--- src/rtl/eksm_pkg.sv ---
// package with phrase table, widths and item type for the error keyword stream matcher
`timescale 1ns / 1ps
`default_nettype none

package eksm_pkg;

  localparam int DataBits           = 8;
  localparam int TdataBits          = 8;
  localparam int WindowBytesDefault = 20;
  localparam int PhraseCount        = 29;
  localparam int PhraseMaxLen       = 20;
  localparam int PhraseBits         = PhraseMaxLen * DataBits;
  localparam int LenBits            = $clog2(PhraseMaxLen + 1);

  // last character sits in the low byte, unused high bytes are zero
  localparam logic [PhraseBits-1:0] Phrases [PhraseCount] = '{
    PhraseBits'("sql syntax"),
    PhraseBits'("mysql"),
    PhraseBits'("postgresql"),
    PhraseBits'("oracle"),
    PhraseBits'("sqlite"),
    PhraseBits'("mssql"),
    PhraseBits'("sql error"),
    PhraseBits'("database error"),
    PhraseBits'("query failed"),
    PhraseBits'("syntax error"),
    PhraseBits'("invalid query"),
    PhraseBits'("table doesn't exist"),
    PhraseBits'("column doesn't exist"),
    PhraseBits'("duplicate entry"),
    PhraseBits'("access denied"),
    PhraseBits'("permission denied"),
    PhraseBits'("connection failed"),
    PhraseBits'("timeout"),
    PhraseBits'("deadlock"),
    PhraseBits'("constraint"),
    PhraseBits'("foreign key"),
    PhraseBits'("primary key"),
    PhraseBits'("unique constraint"),
    PhraseBits'("data too long"),
    PhraseBits'("data truncated"),
    PhraseBits'("invalid data"),
    PhraseBits'("conversion failed"),
    PhraseBits'("arithmetic overflow"),
    PhraseBits'("divide by zero")
  };

  localparam logic [LenBits-1:0] PhraseLens [PhraseCount] = '{
    LenBits'(10), LenBits'(5),  LenBits'(10), LenBits'(6),  LenBits'(6),
    LenBits'(5),  LenBits'(9),  LenBits'(14), LenBits'(12), LenBits'(12),
    LenBits'(13), LenBits'(19), LenBits'(20), LenBits'(15), LenBits'(13),
    LenBits'(17), LenBits'(17), LenBits'(7),  LenBits'(8),  LenBits'(10),
    LenBits'(11), LenBits'(11), LenBits'(17), LenBits'(13), LenBits'(14),
    LenBits'(12), LenBits'(17), LenBits'(19), LenBits'(14)
  };

  typedef struct packed {
    logic                last;
    logic [DataBits-1:0] ch;
  } item_t;

  function automatic logic [DataBits-1:0] fold_case(input logic [DataBits-1:0] c);
    logic [DataBits-1:0] r;
    r = c;
    if (c >= 8'h41 && c <= 8'h5a) begin
      r = c + 8'h20;
    end
    return r;
  endfunction

endpackage

`default_nettype wire

--- src/rtl/eksm_in_stage.sv ---
// input register: takes one byte transfer, folds case, holds it for the compare stage
`timescale 1ns / 1ps
`default_nettype none

module eksm_in_stage (
  input  wire logic                          clk_i,
  input  wire logic                          rst_ni,
  input  wire logic                          s_axis_tvalid_i,
  output logic                               s_axis_tready_o,
  input  wire logic [eksm_pkg::DataBits-1:0] s_axis_tdata_i,
  input  wire logic                          s_axis_tlast_i,
  input  wire logic                          advance_i,
  output logic                               item_valid_o,
  output eksm_pkg::item_t                    item_o
);
  import eksm_pkg::*;

  logic  valid_q, valid_d;
  item_t item_q, item_d;
  logic  take;

  assign s_axis_tready_o = !valid_q || advance_i;
  assign take            = s_axis_tvalid_i && s_axis_tready_o;

  always_comb begin
    valid_d = valid_q;
    item_d  = item_q;
    if (take) begin
      valid_d     = 1'b1;
      item_d.ch   = fold_case(s_axis_tdata_i);
      item_d.last = s_axis_tlast_i;
    end else if (advance_i) begin
      valid_d = 1'b0;
    end
  end

  always_ff @(posedge clk_i or negedge rst_ni) begin
    if (!rst_ni) begin
      valid_q <= 1'b0;
    end else begin
      valid_q <= valid_d;
    end
  end

  always_ff @(posedge clk_i) begin
    item_q <= item_d;
  end

  assign item_valid_o = valid_q;
  assign item_o       = item_q;

endmodule

`default_nettype wire

--- src/rtl/eksm_phrase_match.sv ---
// parallel compare of the newest window bytes against every phrase ending at the newest byte
`timescale 1ns / 1ps
`default_nettype none

module eksm_phrase_match (
  input  wire logic [eksm_pkg::PhraseBits-1:0] window_i,
  output logic                                 hit_o
);
  import eksm_pkg::*;

  logic [PhraseCount-1:0] eq;

  always_comb begin
    for (int k = 0; k < PhraseCount; k++) begin
      eq[k] = 1'b1;
      for (int b = 0; b < PhraseMaxLen; b++) begin
        if (LenBits'(b) < PhraseLens[k]) begin
          if (window_i[b*DataBits +: DataBits] != Phrases[k][b*DataBits +: DataBits]) begin
            eq[k] = 1'b0;
          end
        end
      end
    end
  end

  assign hit_o = |eq;

endmodule

`default_nettype wire

--- src/rtl/eksm_out_stage.sv ---
// result register holding one verdict transfer until the sink takes it
`timescale 1ns / 1ps
`default_nettype none

module eksm_out_stage (
  input  wire logic                           clk_i,
  input  wire logic                           rst_ni,
  input  wire logic                           load_i,
  input  wire logic                           found_i,
  output logic                                can_load_o,
  output logic                                m_axis_tvalid_o,
  input  wire logic                           m_axis_tready_i,
  output logic [eksm_pkg::TdataBits-1:0]      m_axis_tdata_o
);
  import eksm_pkg::*;

  logic valid_q, valid_d;
  logic found_q, found_d;

  assign can_load_o = !valid_q || m_axis_tready_i;

  always_comb begin
    valid_d = valid_q;
    found_d = found_q;
    if (load_i) begin
      valid_d = 1'b1;
      found_d = found_i;
    end else if (m_axis_tready_i) begin
      valid_d = 1'b0;
    end
  end

  always_ff @(posedge clk_i or negedge rst_ni) begin
    if (!rst_ni) begin
      valid_q <= 1'b0;
    end else begin
      valid_q <= valid_d;
    end
  end

  always_ff @(posedge clk_i) begin
    found_q <= found_d;
  end

  assign m_axis_tvalid_o = valid_q;
  assign m_axis_tdata_o  = {{(TdataBits-1){1'b0}}, found_q};

endmodule

`default_nettype wire

--- src/rtl/error_keyword_stream_matcher.sv ---
// Error keyword stream matcher: takes a response text one byte per transfer (tlast on the
// final byte), folds A-Z to lower case and looks for 29 fixed database-error phrases ending
// at each byte. One verdict transfer (tdata bit 0 = some phrase seen) follows each final
// byte, after which history and hit flag start clean for the next response. The block
// sustains one byte per clock while the input does not stall: a byte is registered, compared
// against all phrases in the next cycle while the history shifts, and a final byte's verdict
// then loads from the input register into the result register, which drives tvalid. Input
// stalls only when a final byte is waiting and the result register holds an untaken verdict.
`timescale 1ns / 1ps
`default_nettype none

module error_keyword_stream_matcher #(
  parameter int WINDOW_BYTES = eksm_pkg::WindowBytesDefault
) (
  input  wire logic                           clk_i,
  input  wire logic                           rst_ni,
  input  wire logic                           s_axis_tvalid_i,
  output logic                                s_axis_tready_o,
  input  wire logic [eksm_pkg::DataBits-1:0]  s_axis_tdata_i,   // [7:0] data_byte
  input  wire logic                           s_axis_tlast_i,   // last_byte
  output logic                                m_axis_tvalid_o,
  input  wire logic                           m_axis_tready_i,
  output logic [eksm_pkg::TdataBits-1:0]      m_axis_tdata_o    // [0] error_found, [7:1] zero
);
  import eksm_pkg::*;

  localparam int HistBits = (WINDOW_BYTES - 1) * DataBits;
  localparam int WinBits  = WINDOW_BYTES * DataBits;

  logic                item_valid;
  item_t               item;
  logic                advance;
  logic                can_load;
  logic                hit;
  logic                load;
  logic [WinBits-1:0]  window;
  logic [HistBits-1:0] hist_q, hist_d;
  logic                seen_q, seen_d;

  eksm_in_stage u_in (
    .clk_i           (clk_i),
    .rst_ni          (rst_ni),
    .s_axis_tvalid_i (s_axis_tvalid_i),
    .s_axis_tready_o (s_axis_tready_o),
    .s_axis_tdata_i  (s_axis_tdata_i),
    .s_axis_tlast_i  (s_axis_tlast_i),
    .advance_i       (advance),
    .item_valid_o    (item_valid),
    .item_o          (item)
  );

  // newest byte in the low byte
  assign window = {hist_q, item.ch};

  eksm_phrase_match u_match (
    .window_i (window[PhraseBits-1:0]),
    .hit_o    (hit)
  );

  assign advance = item_valid && (!item.last || can_load);
  assign load    = advance && item.last;

  always_comb begin
    hist_d = hist_q;
    seen_d = seen_q;
    if (advance) begin
      if (item.last) begin
        hist_d = '0;
        seen_d = 1'b0;
      end else begin
        hist_d = window[HistBits-1:0];
        seen_d = seen_q || hit;
      end
    end
  end

  always_ff @(posedge clk_i or negedge rst_ni) begin
    if (!rst_ni) begin
      hist_q <= '0;
      seen_q <= 1'b0;
    end else begin
      hist_q <= hist_d;
      seen_q <= seen_d;
    end
  end

  eksm_out_stage u_out (
    .clk_i           (clk_i),
    .rst_ni          (rst_ni),
    .load_i          (load),
    .found_i         (seen_q || hit),
    .can_load_o      (can_load),
    .m_axis_tvalid_o (m_axis_tvalid_o),
    .m_axis_tready_i (m_axis_tready_i),
    .m_axis_tdata_o  (m_axis_tdata_o)
  );

endmodule

`default_nettype wire

--- config.mk ---
export PLATFORM = sky130hd
export DESIGN_NAME = error_keyword_stream_matcher
export DESIGN_NICKNAME = d
export VERILOG_FILES = /design/src/rtl/eksm_pkg.sv /design/src/rtl/eksm_in_stage.sv /design/src/rtl/eksm_phrase_match.sv /design/src/rtl/eksm_out_stage.sv /design/src/rtl/error_keyword_stream_matcher.sv
export SDC_FILE = /design/constraint.sdc
export NUM_CORES = 1
export LEC_CHECK = 0
export BUFFER_PORTS_ARGS = -buffer_cell sky130_fd_sc_hd__buf_2
export CORE_MARGIN = 3
export CORE_UTILIZATION = 41
export DETAILED_ROUTE_END_ITERATION = 7
export SLEW_MARGIN = 25
export SYNTH_ARGS = -nofsm -noshare
export SYNTH_HDL_FRONTEND = slang
export SYNTH_SLANG_ARGS = --single-unit
--- constraint.sdc ---
create_clock -name clk_i -period 2.68 [get_ports clk_i]
set_clock_uncertainty 0.2 [all_clocks]
set_input_delay 0.536 -clock clk_i [delete_from_list [all_inputs] [get_ports clk_i]]
set_output_delay 0.536 -clock clk_i [all_outputs]
set_load 0.02 [all_outputs]
Word-level counts from Yosys, hierarchy flattened
Cells that the tools add are included.
{"block": "word_totals", "out_inout_bits": 10, "word_cells": 491, "input_bits": 13, "ff_bits": 165}
{"block": "op_classes", "n_eq_ne": 184, "muxes": 283, "n_lt_le_gt_ge": 2, "reduce_logical": 14, "add_sub_neg": 1}
{"op": "8-bit by 7-bit inequality test with 1-bit output (second input constant)", "n": 174}
{"op": "1-bit two-way mux", "n": 281}
{"op": "152-bit two-way mux", "n": 1}
{"op": "8-bit by 6-bit inequality test with 1-bit output (second input constant)", "n": 10}
{"op": "29-bit OR reduction", "n": 1}
{"op": "8-bit by 6-bit adder with 8-bit output (second input constant)", "n": 1}
{"op": "8-bit by 7-bit >= comparator with 1-bit output (second input constant)", "n": 1}
{"op": "8-bit by 7-bit <= comparator with 1-bit output (second input constant)", "n": 1}
{"op": "8-bit two-way mux", "n": 1}
{"op": "1-bit logical AND", "n": 4}
{"op": "1-bit logical OR", "n": 4}
{"op": "2-bit nonzero test", "n": 2}
{"op": "1-bit zero test", "n": 3}

Depth between registers and ports, before layout
Gate-level depths: netlist of the first run.
{"block": "logic_depth", "word_depth": 24, "depth_mapped": 9, "ltp_nobuf": 8}

By module
A second synthesis of the first run with hierarchy kept.
{"block": "unflattened", "cells_unflattened": 786, "hier_area_um2": 8568.2}
{"module": "error_keyword_stream_matcher", "cells_per_inst": 348, "seq_area_each_um2": 3828.7, "area_per_inst_um2": 5401.4, "n_inst": 1}
{"module": "eksm_phrase_match", "cells_per_inst": 401, "seq_area_each_um2": 0.0, "area_per_inst_um2": 2628.8, "n_inst": 1}
{"module": "eksm_in_stage", "cells_per_inst": 24, "seq_area_each_um2": 295.3, "area_per_inst_um2": 396.6, "n_inst": 1}
{"module": "eksm_out_stage", "cells_per_inst": 13, "seq_area_each_um2": 55.1, "area_per_inst_um2": 141.4, "n_inst": 1}

Worst setup path before layout of the first run
Ideal clock, no wire load.
{"block": "synth_path", "kind": "register to register", "startpoint": "register hist_q[147]", "endpoint": "register seen_q", "stages_incl_launch_ff": 9, "n_path_buf": 0, "required_time_ns": 2.415, "arrival_ns": 2.135, "synth_period_minus_slack_ns": 2.400, "setup_slack_ns": 0.280, "setup_time_ns": 0.065, "cell_sequence": "dfrtp_1 or4b_1 or4_1 nor4_1 o2111ai_1 a21oi_1 a2111oi_0 nand3_2 o211a_1"}
{"block": "synth_via", "elab_chain_cells": 5}
{"item": "start, declared", "line": "error_keyword_stream_matcher.sv:37", "rtl": "logic [HistBits-1:0] hist_q, hist_d;"}
{"item": "start signal, assigned", "line": "error_keyword_stream_matcher.sv:82", "rtl": "hist_q <= hist_d;"}
{"item": "8-bit by 7-bit inequality test with 1-bit output", "line": "eksm_phrase_match.sv:18", "rtl": "if (window_i[b*DataBits +: DataBits] != Phrases[k][b*DataBits +: DataBits]) begin"}
{"item": "1-bit two-way mux", "line": "eksm_phrase_match.sv:18"}
{"item": "29-bit OR reduction", "line": "eksm_phrase_match.sv:26", "rtl": "assign hit_o = |eq;"}
{"item": "1-bit logical OR"}
{"item": "named net u_out.found_i", "line": "eksm_out_stage.sv:9", "rtl": "input wire logic found_i,"}
{"item": "1-bit two-way mux", "line": "error_keyword_stream_matcher.sv:67", "rtl": "if (item.last) begin"}
{"item": "end signal, assigned", "line": "error_keyword_stream_matcher.sv:83", "rtl": "seen_q <= seen_d;"}
{"item": "end, declared", "line": "error_keyword_stream_matcher.sv:38", "rtl": "logic seen_q, seen_d;"}
The timed path passes the listed nets, and every way through them passes these cells.
A chain may end at the register's enable or synchronous reset.

Worst setup path after layout of the first run
{"block": "layout_path", "startpoint": "register hist_q[50]", "endpoint": "register seen_q"}
{"block": "layout_via", "elab_chain_cells": 17, "elab_cells_between_ends": 164, "cone_classes": "eq/ne: 15; mux: 147; reduce/logical: 2"}
{"item": "8-bit by 6-bit inequality test with 1-bit output", "line": "eksm_phrase_match.sv:18"}
{"item": "1-bit two-way mux (13 in series)", "line": "eksm_phrase_match.sv:18"}
{"item": "29-bit OR reduction *", "line": "eksm_phrase_match.sv:26"}
{"item": "1-bit logical OR *"}
{"item": "named net u_out.found_i", "line": "eksm_out_stage.sv:9"}
{"item": "1-bit two-way mux *", "line": "error_keyword_stream_matcher.sv:67"}
Mark *: on every way through the listed nets, which the timed path passes. The rest lies on a longest branch.

==> results.json, run 1 <==
{
  "clock-sinks": 165,
  "final_util_pct": 55.9,
  "p_leak_nw": 5.00,
  "insertion_delay_ps": 440,
  "synth_top_cell_by_area": "dfrtp_1",
  "dr_total_vias": 8423,
  "worst_slack_ps": 15.9,
  "ys.flop_type": "dfrtp_1",
  "pre_cts_ws_ps": -132,
  "yosys.area.top_type_share_pct": 45.1,
  "final_layout_size_suffix_gt1_share_pct": 30.9,
  "status": "finished clean",
  "hold_viol_final": 0,
  "yosysSeqAreaShare_pct": 48.6,
  "nNetsFinal": 1035,
  "cts_buffers": 17,
  "cts.clk_slew.worst_paths_ps": 80,
  "post_dp_cell_area_mm2": 0.0106,
  "num_rows": 52,
  "grt_max_degree": 72,
  "drtAntennaViolNets": 0,
  "dieArea_mm2": 0.0227,
  "hold_path_class": "in2reg",
  "synth-seq-cells": 165,
  "crit_required_ps": 2870,
  "fillCellCount": 1761,
  "wirelength_mm": 35.6,
  "syn_to_final_growth_pct": 33.0,
  "num_io_pins": 23,
  "multi_input_area_mm2": 0.00431,
  "chipHeight_um": 151,
  "power_density_mw_per_mm2": 509,
  "yosysUniqueCellTypes": 53,
  "post_drt_wl_per_cell_um": 27.3,
  "io_buffers": 15,
  "yosys_warnings": 0,
  "cts.htree.levels": 4,
  "overflow": 0,
  "rsz0062_at_grt": "yes",
  "relSlewSlack_pct": 40.8,
  "crit_fanout": 8,
  "cp.arrival_ps": 2850,
  "async_flop_share_pct": 93.9,
  "critPathKind": "reg2reg",
  "viasPerCell": 6.46,
  "grt_pass1_vias": 8263,
  "fin_area_mm2": 0.0114,
  "syn_area_mm2": 0.00859,
  "power_mw": 5.82,
  "dr.pass1.iters": 5,
  "grt_antenna_before_repair": 0,
  "synth_edf_count": 10,
  "place.gp.congestion": 1.01,
  "ys_top_cells_by_area": "dfrtp_1, a22o_1, edfxtp_1, nand4_1, nor4bb_1",
  "final.min_clock_period_ps": 2660,
  "max-cap-violations": 0,
  "antenna_cells": 0,
  "ff_latch_area_mm2": 0.00418,
  "dieWidth_um": 151,
  "peakVddDrop_mv": 0.357,
  "dp_hpwl_mm": 27.6,
  "grt_pass1_wl_mm": 53.4,
  "drt_iter0_markers": 887,
  "drv_slew": 0,
  "cts_tree": "done",
  "clk_path_buf_depth": 2,
  "cp-start-kind": "flip-flop",
  "start_util_pct": 42.1,
  "syn_area_per_cell_um2": 10.5,
  "synthCells": 818,
  "core_mm2": 0.0204,
  "fmax_ghz": 0.375,
  "finalSetupViolCount": 0,
  "drcViolationCount": 0,
  "crit_path_end_kind": "flip-flop",
  "hold_slack_ps": 71.7,
  "gr-usage-all-layers_pct": 31.7,
  "worst_pin_slew_ps": 875,
  "cts_root_buf": "clkbuf_16",
  "post_cts.repair.setup_buffers": 0,
  "min_period_over_period_pct": 99.4
}
==> worst max-delay path, stage by stage (launching register included) <==
cell,delay [ps]
dfrtp_1,400
buf_4,190
nor4bb_2,360
nand3_1,150
or4_1,540
o311ai_1,350
buf_4,160
nor3_1,40
nand3_2,70
o211a_1,140
==> synth_stat cells, types with 3 or more instances <==
master and instances:
nor4b_1 19, nor3b_1 9, nor2b_1 22, a22o_1 149, o21ai_1 3, buf_1 10
nand4bb_1 3, edfxtp_1 10, nand3_1 37, buf_4 8, nor2_1 43, nor4_1 35
and3b_1 3, clkbuf_1 51, dfrtp_1 155, nand4_1 47, or4_1 8, and4bb_1 9
a2111oi_0 3, and4_1 3, o21ai_0 3, and2_1 3, a21oi_1 3, or2_1 3
nor4bb_1 22, nor3_1 20, inv_1 8, nand2_1 52, nand3b_1 7, and4b_1 21
nand4b_1 19, nand2b_1 3
==> cells in the final DEF, fill, tap and decap left out, types with 6 or more instances in the layout <==
cell type and n:
buf_2 14, conb_1 7, nor4bb_2 6, nand3b_1 7
dfrtp_1 152, nor4_1 27, nand4_1 47, nor4bb_1 16
inv_1 8, buf_12 11, or4_1 7, a22o_1 149
nor3_1 17, nor2_1 43, buf_4 221, nor3b_1 8
and4b_1 20, nand4b_1 19, clkbuf_16 17, nor4b_1 14
nand3_1 36, edfxtp_1 10, nor2b_1 21, nand2_1 51
and4bb_1 7, nor4_2 7, nor4b_2 6
==> logic make-up after synthesis <==
logic type                 synth area share (%)
other                                    0.0436
adders and majority gates                 0.146
AOI/OAI and AO/OA                          17.1
xor gates and xnor gates                  0.102
DFF                                        48.6
buffers and inverters                      3.77
and+or+nand+nor                            30.2
==> where the power goes <==
| group | total, mW | switching (mW) | internal (mW) |
|---|---|---|---|
| clock network | 2.54 | 1.21 | 1.33 |
| registers | 2.65 | 0.0719 | 2.57 |
| logic | 0.632 | 0.377 | 0.256 |
| total | 5.82 | 1.66 | 4.16 |
==> repair_timing <==
item | 4_1_cts | 5_1_grt
pin swaps | 3 | 2
hold endpoints to repair | 35 | 0
setup endpoints to repair | 2 | 2
resized for setup | 12 | 29
hold buffers | 1 | 0
==> final cells by class <==
class / count / area share (%)
Timing Repair Buffer: 248 / 17.2
Inverter: 8 / 0.263
Sequential cell: 165 / 36.6
Clock buffer: 18 / 3.75
Multi-Input combinational cell: 581 / 37.7
Tap cell: 270 / 2.96
Clock inverter: 14 / 1.44
==> sequential cells by signal, summed over array words and instances (netlist names) <==
| name | count |
|---|---|
| u_out.found_q | 1 |
| hist_q | 152 |
| u_in.item_o | 9 |
| u_in.item_valid_o | 1 |
| seen_q | 1 |
| u_out.m_axis_tvalid_o | 1 |
==> final timing paths <==
check	startpoint	end	slack [ps]	cells past startpoint
max	hist_q[50]	seen_q	20	9
min	s_axis_tlast_i	u_in.item_o[8]	70	1
max reg2reg	hist_q[50]	seen_q	20	9
min reg2reg	hist_q[150]	hist_q[150]	310	1
max in group asynchronous	rst_ni	hist_q[148]	1240	3
min in group asynchronous	rst_ni	hist_q[5]	390	2
==> through the flow <==
| step | setup TNS, ps | std cells |
|---|---|---|
| floorplan | 0 | 824 |
| global placement | -435 | 1271 |
| detailed placement | -196 | 1271 |
| CTS | 0 | 1304 |
| global route | -45.9 | 1304 |
| finish | 0 | 1304 |
==> per-layer routing <==
layer	track usage [%]	vias up	share of wire, %
met1	46.6	4297	45
li1	-	3638	-
met5	0	-	0
met3	6.17	71	8.1
met2	47.9	417	45
met4	8.70	0	2.7
Power figures use the tool's default switching activity.
==> run 2: changes to the inputs <==
clock period = 3.1 ns   (was 2.68 ns; I/O delays follow)
==> run 2 against run 1 <==
Against the previous run: first-iteration DRC count down 6.3%; hold slack better by 95 ps; count of clock-buffer cells in the layout down 1; flip-flop and latch count unchanged; sequential power down 12%; combinational power down 39%.
==> results.json, run 2 (synthesis gave the netlist of run 1 again) <==
{
  "finalSetupViolCount": 0,
  "regMostFlops": "hist_q",
  "dp_hpwl_mm": 24.9,
  "reg2reg_to": "seen_q",
  "final_util_pct": 48.8,
  "cts.htree.levels": 4,
  "hold_viol_final": 0,
  "post_drt_wl_per_cell_um": 29.0,
  "min_period_over_period_pct": 98.6,
  "p_leak_nw": 4.14,
  "rr_worst_depth": 8,
  "drcViolationCount": 0,
  "start_util_pct": 42.1,
  "gr-usage-all-layers_pct": 29.8,
  "cts_buffers": 17,
  "chipHeight_um": 151,
  "rsz0062_at_grt": "no",
  "max-cap-violations": 0,
  "layout_commonest_cell": "dfrtp_1",
  "wirelength_mm": 33.1,
  "hp-start": "s_axis_tlast_i",
  "dr_total_vias": 7730,
  "cts_root_buf": "clkbuf_16",
  "hold-path-endpoint": "u_in.item_o[8]",
  "cts_tree": "done",
  "num_rows": 52,
  "nNetsFinal": 876,
  "antenna_cells": 0,
  "power_density_mw_per_mm2": 491,
  "peakVddDrop_mv": 0.321,
  "largest_reg_flops": 152,
  "cp-start-kind": "flip-flop",
  "dr.pass1.iters": 7,
  "num_io_pins": 23,
  "rr_startpoint": "hist_q[32]",
  "dieArea_mm2": 0.0227,
  "dieWidth_um": 151,
  "worst_pin_slew_ps": 831,
  "crit_required_ps": 3280,
  "overflow": 0,
  "cp.arrival_ps": 3230,
  "crit_start": "hist_q[32]",
  "critPathKind": "reg2reg",
  "drv_slew": 0,
  "clock-sinks": 165,
  "relSlewSlack_pct": 43.9,
  "viasPerCell": 6.76,
  "mostFrequentLayoutCells": "dfrtp_1, a22o_1, buf_4, nand2_1, nand4_1",
  "grt_pass1_vias": 7564,
  "r2r_setup_slack_ps": 40,
  "cts_resized": 0,
  "status": "finished clean",
  "fmax_ghz": 0.327,
  "final.min_clock_period_ps": 3060,
  "syn_to_final_growth_pct": 16.0,
  "grt_pass1_wl_mm": 49.8,
  "insertion_delay_ps": 430,
  "grt_antenna_before_repair": 0,
  "grt_max_degree": 153,
  "io_buffers": 15,
  "drt_iter0_markers": 831,
  "clk_path_buf_depth": 2,
  "core_mm2": 0.0204,
  "cts.clk_slew.worst_paths_ps": 80,
  "hold_path_class": "in2reg",
  "place.gp.congestion": 1.01,
  "drtAntennaViolNets": 0,
  "fin_tns_setup_ps": 0,
  "post_cts.repair.setup_buffers": 0,
  "crit_path_end_kind": "flip-flop",
  "whs_path_depth": 1,
  "power_mw": 4.90,
  "final_layout_size_suffix_gt1_share_pct": 14.3,
  "crit_fanout": 10
}
## run 2: what timing repair did
| item | in CTS | in global routing |
|---|---|---|
| hold buffers | 1 | 0 |
| endpoints found under the setup margin | 0 | 0 |
| hold endpoints to repair | 43 | 0 |
## run 2: per-stage QoR
step | instances | setup WS [ps] | cell area, um^2 | hold WS (ps)
2_1_floorplan | 824 | 700 | 8610 | 124
3_3_place_gp | 1112 | 12.5 | 9370 | 282
3_5_place_dp | 1112 | 151 | 9370 | 297
4_1_cts | 1143 | 119 | 9970 | 151
5_1_grt | 1143 | 25.5 | 9970 | 158
6_report | 1143 | 44.9 | 9970 | 167
## run 2: cell type report
type | instances | area, um^2
fill | 1926 | 10500
inverter | 8 | 30.0
tap | 270 | 338
clock inverter | 13 | 165
sequential | 165 | 4180
timing repair buffer | 89 | 702
multi-input combinational | 581 | 4130
clock buffer | 17 | 425
## run 2: layer usage
metal	vias up	GRT usage, %	share of wire [%]
li1	3332	-	-
met1	3957	43.6	45
met2	383	43.7	44
met3	58	8.01	8.6
met4	0	8.16	2.4
met5	-	0	0
## run 2: worst max-delay path by stage
stage | end | slack, ps | cells past startpoint
after detailed placement | seen_q | 150 | 8
after CTS | seen_q | 120 | 8
after global routing | seen_q | 30 | 8
final | seen_q | 40 | 8
after floorplan | seen_q | 700 | 8
after global placement | seen_q | 10 | 8
## run 2: worst max-delay path, stage by stage (launching register included)
cell	delay [ps]
dfrtp_1	660
nand4b_1	380
or4_1	610
nor4_1	300
nand3_1	130
o211ai_1	240
a2111oi_0	170
nand3_2	160
o211a_1	140
## run 2: power by group
group	switching [mW]	internal, mW
clock	0.976	1.21
sequential	0.0976	2.23
combinational	0.254	0.134
total	1.33	3.57
